### src/sv/sars_pkg.sv
// Shared types and constants for the suffix array range search block.
package sars_pkg;

  // Fixed field widths
  localparam int LEN_W    = 20;
  localparam int ROW_W    = LEN_W + 2;
  localparam int POS_W    = LEN_W + 1;
  localparam int KIND_W   = 2;
  localparam int SYM_IN_W = 3;

  // Parameter defaults
  localparam int REF_DEPTH_DEF   = 1048576;
  localparam int MAX_PATTERN_DEF = 1024;
  localparam int SYMBOL_BITS_DEF = 3;

  // Item kinds
  localparam logic [KIND_W-1:0] KIND_LOAD_REF = 2'd0;
  localparam logic [KIND_W-1:0] KIND_LOAD_SA  = 2'd1;
  localparam logic [KIND_W-1:0] KIND_PATTERN  = 2'd2;

  localparam logic [LEN_W-1:0] REF_LENGTH_RST = 20'd1;

  typedef enum logic [2:0] {
    ST_IDLE,
    ST_START,
    ST_CHECK,
    ST_ROW,
    ST_POS,
    ST_SYM,
    ST_FINISH
  } state_t;

  // Controller to datapath
  typedef struct packed {
    logic load_ref;
    logic load_sa;
    logic take;
    logic init_pass;
    logic calc_mid;
    logic row_rd;
    logic pos_rd;
    logic step_up;
    logic step_down;
    logic commit;
    logic ok;
    logic pass;
    logic nb;
  } sars_cmd_t;

  // Datapath to controller
  typedef struct packed {
    logic missed;
    logic empty;
    logic sym_lt;
    logic sym_gt;
    logic at_left;
    logic at_right;
    logic out_free;
  } sars_stat_t;

endpackage

### src/sv/sars_ctrl.sv
// Controller state machine sequencing the two binary searches per pattern item.
module sars_ctrl (
  input  logic                             clk,
  input  logic                             rst_n,
  input  logic                             in_valid,
  input  logic [sars_pkg::KIND_W-1:0]      in_kind,
  output logic                             in_ready,
  output sars_pkg::sars_cmd_t              cmd,
  input  sars_pkg::sars_stat_t             stat
);

  sars_pkg::state_t state_r, state_nxt;
  logic pass_r, pass_nxt;
  logic nb_r, nb_nxt;
  logic ok_r, ok_nxt;
  logic ready_c;
  logic found_c;

  // Hold state
  always_ff @(posedge clk) begin
    if (!rst_n) begin
      state_r <= sars_pkg::ST_IDLE;
      pass_r  <= 1'b0;
      nb_r    <= 1'b0;
      ok_r    <= 1'b0;
    end else begin
      state_r <= state_nxt;
      pass_r  <= pass_nxt;
      nb_r    <= nb_nxt;
      ok_r    <= ok_nxt;
    end
  end

  // Next state and commands
  always_comb begin
    state_nxt = state_r;
    pass_nxt  = pass_r;
    nb_nxt    = nb_r;
    ok_nxt    = ok_r;
    ready_c   = 1'b0;
    found_c   = 1'b0;
    cmd       = '0;
    cmd.pass  = pass_r;
    cmd.nb    = nb_r;
    cmd.ok    = ok_r;
    case (state_r)
      sars_pkg::ST_IDLE: begin
        ready_c = 1'b1;
        if (in_valid) begin
          case (in_kind)
            sars_pkg::KIND_LOAD_REF: cmd.load_ref = 1'b1;
            sars_pkg::KIND_LOAD_SA:  cmd.load_sa = 1'b1;
            sars_pkg::KIND_PATTERN: begin
              cmd.take  = 1'b1;
              state_nxt = sars_pkg::ST_START;
            end
            default: ;
          endcase
        end
      end
      sars_pkg::ST_START: begin
        if (stat.missed) begin
          ok_nxt    = 1'b0;
          state_nxt = sars_pkg::ST_FINISH;
        end else begin
          cmd.init_pass = 1'b1;
          cmd.pass      = 1'b0;
          pass_nxt      = 1'b0;
          nb_nxt        = 1'b0;
          state_nxt     = sars_pkg::ST_CHECK;
        end
      end
      sars_pkg::ST_CHECK: begin
        if (stat.empty) begin
          ok_nxt    = 1'b0;
          state_nxt = sars_pkg::ST_FINISH;
        end else begin
          cmd.calc_mid = 1'b1;
          nb_nxt       = 1'b0;
          state_nxt    = sars_pkg::ST_ROW;
        end
      end
      sars_pkg::ST_ROW: begin
        cmd.row_rd = 1'b1;
        state_nxt  = sars_pkg::ST_POS;
      end
      sars_pkg::ST_POS: begin
        cmd.pos_rd = 1'b1;
        state_nxt  = sars_pkg::ST_SYM;
      end
      sars_pkg::ST_SYM: begin
        if (!nb_r) begin
          // Probe at mid
          if (stat.sym_lt) begin
            cmd.step_up = 1'b1;
            state_nxt   = sars_pkg::ST_CHECK;
          end else if (stat.sym_gt) begin
            cmd.step_down = 1'b1;
            state_nxt     = sars_pkg::ST_CHECK;
          end else if (pass_r ? stat.at_right : stat.at_left) begin
            found_c = 1'b1;
          end else begin
            nb_nxt    = 1'b1;
            state_nxt = sars_pkg::ST_ROW;
          end
        end else begin
          // Neighbor probe: a different symbol marks the boundary
          nb_nxt = 1'b0;
          if (stat.sym_lt || stat.sym_gt) begin
            found_c = 1'b1;
          end else begin
            cmd.step_up   = pass_r;
            cmd.step_down = !pass_r;
            state_nxt     = sars_pkg::ST_CHECK;
          end
        end
        if (found_c) begin
          if (!pass_r) begin
            cmd.init_pass = 1'b1;
            cmd.pass      = 1'b1;
            pass_nxt      = 1'b1;
            state_nxt     = sars_pkg::ST_CHECK;
          end else begin
            ok_nxt    = 1'b1;
            state_nxt = sars_pkg::ST_FINISH;
          end
        end
      end
      sars_pkg::ST_FINISH: begin
        if (stat.out_free) begin
          cmd.commit = 1'b1;
          state_nxt  = sars_pkg::ST_IDLE;
        end
      end
      default: state_nxt = sars_pkg::ST_IDLE;
    endcase
  end

  assign in_ready = ready_c;

endmodule

### config.mk
export PLATFORM = sky130hd
export DESIGN_NAME = sars_ctrl
export DESIGN_NICKNAME = d
export VERILOG_FILES = /design/src/sv/sars_pkg.sv /design/src/sv/sars_ctrl.sv
export SDC_FILE = /design/constraint.sdc
export NUM_CORES = 1
export LEC_CHECK = 0
export ABC_AREA = 1
export BUFFER_PORTS_ARGS = -buffer_cell sky130_fd_sc_hd__clkbuf_2
export CAP_MARGIN = 20
export CORE_AREA = 5 5 42 44
export CTS_CLUSTER_SIZE = 12
export DETAILED_ROUTE_END_ITERATION = 10
export DIE_AREA = 0 0 47 49
export HOLD_SLACK_MARGIN = 0.02
export PLACE_DENSITY = 0.75
export REMOVE_ABC_BUFFERS = 1
export SLEW_MARGIN = 20
export SYNTH_ARGS = -nofsm -noshare
export SYNTH_HDL_FRONTEND = slang
export SYNTH_SLANG_ARGS = --single-unit
### constraint.sdc
create_clock -name clk -period 1.52 [get_ports clk]
set_clock_uncertainty 0.15 [all_clocks]
set_input_delay 0.076 -clock clk [delete_from_list [all_inputs] [get_ports clk]]
set_output_delay 0.076 -clock clk [all_outputs]
set_load 0.02 [all_outputs]
==> key figures <==
Place
  • I/O Buffers: 25
  • Detail Placement HPWL: 1103 um
  • Placed cell areas: 659.4 um^2
  • Final Wtd Congestion: 0.8226
  • Place WS: 0.1104 ns

Setup path
  • Worst path slowest cell: dfxtp_4
  • WP data arrival: 1.27 ns
  • Worst EP required: 1.29 ns
  • Worst path cell trace: nor2_4 > inv_2 > nor2_4 > inv_2 > nor4_2 > buf_4
  • Crit start category: flip-flop
  • Critical Path Fanout Max: 4
  • CP peak stage delay: 0.35 ns
  • Crit. End Element: primary output
  • Crit path kind: reg2out

Drt
  • Drt first-iter violations: 15
  • Final ANT Viol Nets: 0
  • Avg WL per Cell: 10.69 um
  • Via count: 679
  • Pre-antenna DRT Iters: 4
  • DR DRC count: 0
  • DRT Wirelength: 1465 um
  • Vias per cell: 4.956

Job
  • Max_cap viols: 0

STA
  • Min cycle time layout: 1.500 ns
  • Final Hold Fails: 0
  • Fmax: 0.6665 GHz
  • Worst setup margin: 0.01966 ns
  • Least-Margin Pin Slew: 0.2863 ns
  • Post-route clock period utilization: 98.71%
  • Setup violators final: 0
  • RSZ-0062 raised after global routing: true
  • Max-slew headroom: 80.74%
  • Slew Viols, Final: 0

Finish
  • FILL cells: 146
  • Final net count: 135
  • Ant. Diodes: 0
  • Layout area overhead: 55.79%
  • Layout cells sized above 1: 52.89%
  • Most common cell after layout, fill and taps aside: clkbuf_2
  • Design Area, Final: 824.5 um^2
  • Register area: 133.9 um^2
  • Commonest non-fill, non-tap cells in the layout: clkbuf_2 (19), nand2_1 (14), buf_4 (13)
  • Area of the multi-input gates: 364.1 um^2

Synth
  • Post-Synth Simple-Gate Area: 52.25%
  • Sequential fraction of the synthesis area: 22.70%
  • Compound-Gate Fraction of Synth Area: 7.329%
  • Dominant combinational cell family by area after synthesis: simple AND/OR/NAND/NOR gates
  • Netlist cell types: 21
  • Synth Flop Type: dfxtp_1
  • Synth Area in XOR/XNOR: 0%
  • Mean post-synth cell area: 6.083 um^2
  • Synthesized-area fraction occupied by adder cells: 0%
  • Mapped Area: 529.3 um^2
  • #FFs+latches synth: 6
  • Mux share of post-synthesis cell area: 0%
  • Post-synth EDFFs: 0
  • YS warnings: 0
  • Synthesized instance count: 87
  • FFs w/ async S/R, synth: 0%

Clock tree
  • Num CTS Buffers: 3
  • CTS tree: done
  • CTS Root Cell: clkbuf_4
  • Deepest clock path buffer count: 2
  • CTS Sinks: 6
  • Worst-Skew Late Latency: 0.26 ns
  • H-tree levels: 1
  • Clock-pin slew on the worst setup and hold paths: 0.05 ns

Global route
  • First-pass GRT wire length: 2373 um
  • Total Routing Usage GR: 14.16%
  • Pin count of the biggest net entering global routing: 8
  • Remaining global-route overflow: 0
  • Vias in the first global route: 587
  • Initial antenna violation count: 0

Floorplan
  • Die width: 47 um
  • Initial Util: 37.77%
  • Core area: 1401 um^2
  • Num rows: 14
  • Full die area: 2303 um^2
  • DIE HEIGHT: 49 um
  • I/O pins: 26

Power and ir drop
  • Max rail drop VDD: 1.363 mV
  • PwrDens: 1526 nW/um^2
  • LEAKAGE: 0.4511 nW
  • Total power: 1.258 mW

Status
  • Status: finished, final reports clean

Hold path
  • Hold crit path type: in2reg
-- critical path: cells and delay by family, from the launching register on --
family        cells  cell delay (ns)
flops             1             0.35
buf+inv           3             0.30
simple gates      3             0.36
-- metrics by stage --
step           hold WS, ns  instances  util (%)  setup TNS, ns
5_1_grt            0.07476        137     58.84        -0.1847
4_1_cts            0.03037        133     54.02              0
3_5_place_dp        0.1511        126     47.05              0
6_report           0.02657        137     58.84              0
2_1_floorplan      0.02363         84         -        -0.4506
3_3_place_gp        0.1415        126     47.05              0
-- layer usage --
| metal | vias to the layer above | track usage (%) | part of all wire (%) |
|---|---|---|---|
| met5 | - | 0 | 0 |
| met4 | 0 | 8.295 | 2.9 |
| met3 | 3 | 4.428 | 8.4 |
| met2 | 30 | 21.27 | 49 |
| met1 | 301 | 16.96 | 39 |
| li1 | 345 | - | - |
-- logic make-up (layout without fill, tap and decap cells) --
group                  after synthesis  count (layout)
AO/OA/AOI/OAI                        7               7
buffers and inverters               22              56
flip-flops                           6               6
AND/OR/NAND/NOR                     52              52
-- final timing paths --
| check | endpoint | cells after the start | startpoint | slack [ns] |
|---|---|---|---|---|
| setup / recovery | cmd[11] | 6 | state_r[1] | 0.02 |
| hold / removal | ok_r | 4 | stat[5] | 0.03 |
| setup reg to reg | ok_r | 7 | state_r[1] | 0.26 |
| hold reg to reg | ok_r | 2 | ok_r | 0.34 |
-- sequential cells by signal, indices dropped and copies added, names as in the netlist --
register  cells
pass_r        1
state_r       3
nb_r          1
ok_r          1
-- layout make-up --
type / count / share of cell area [%]
multi-input combinational: 59 / 44.16
timing repair buffer: 34 / 25.19
sequential: 6 / 16.24
inverter: 19 / 9.256
clock buffer: 3 / 2.731
tap: 16 / 2.428
-- cells in the mapped netlist (2+ instances only) --
cell | number | area [um^2]
nand3_1 | 7 | 35.03
buf_4 | 3 | 22.52
dfxtp_1 | 6 | 120.1
nor4_1 | 3 | 18.77
o21ai_0 | 2 | 10.01
nand4_1 | 3 | 18.77
nand2_1 | 19 | 71.32
a21oi_1 | 3 | 15.01
nor2_1 | 11 | 41.29
nand2_4 | 2 | 22.52
inv_1 | 15 | 56.30
inv_2 | 4 | 15.01
-- timing repair --
action	in CTS	in global routing
endpoints found under the hold margin	6	0
hold buffers	1	0
pin swaps	3	6
gates resized for setup	18	20
setup buffers	3	4
endpoints found under the setup margin	8	7
cloned	0	0
-- power by group --
part	total (mW)	internal, mW	leakage, nW	switching (mW)
Combinational	0.838	0.359	0.385	0.479
Sequential	0.269	0.209	0.0519	0.0602
Clock	0.151	0.0895	0.0138	0.0610
(Power assumes the default switching activity.)
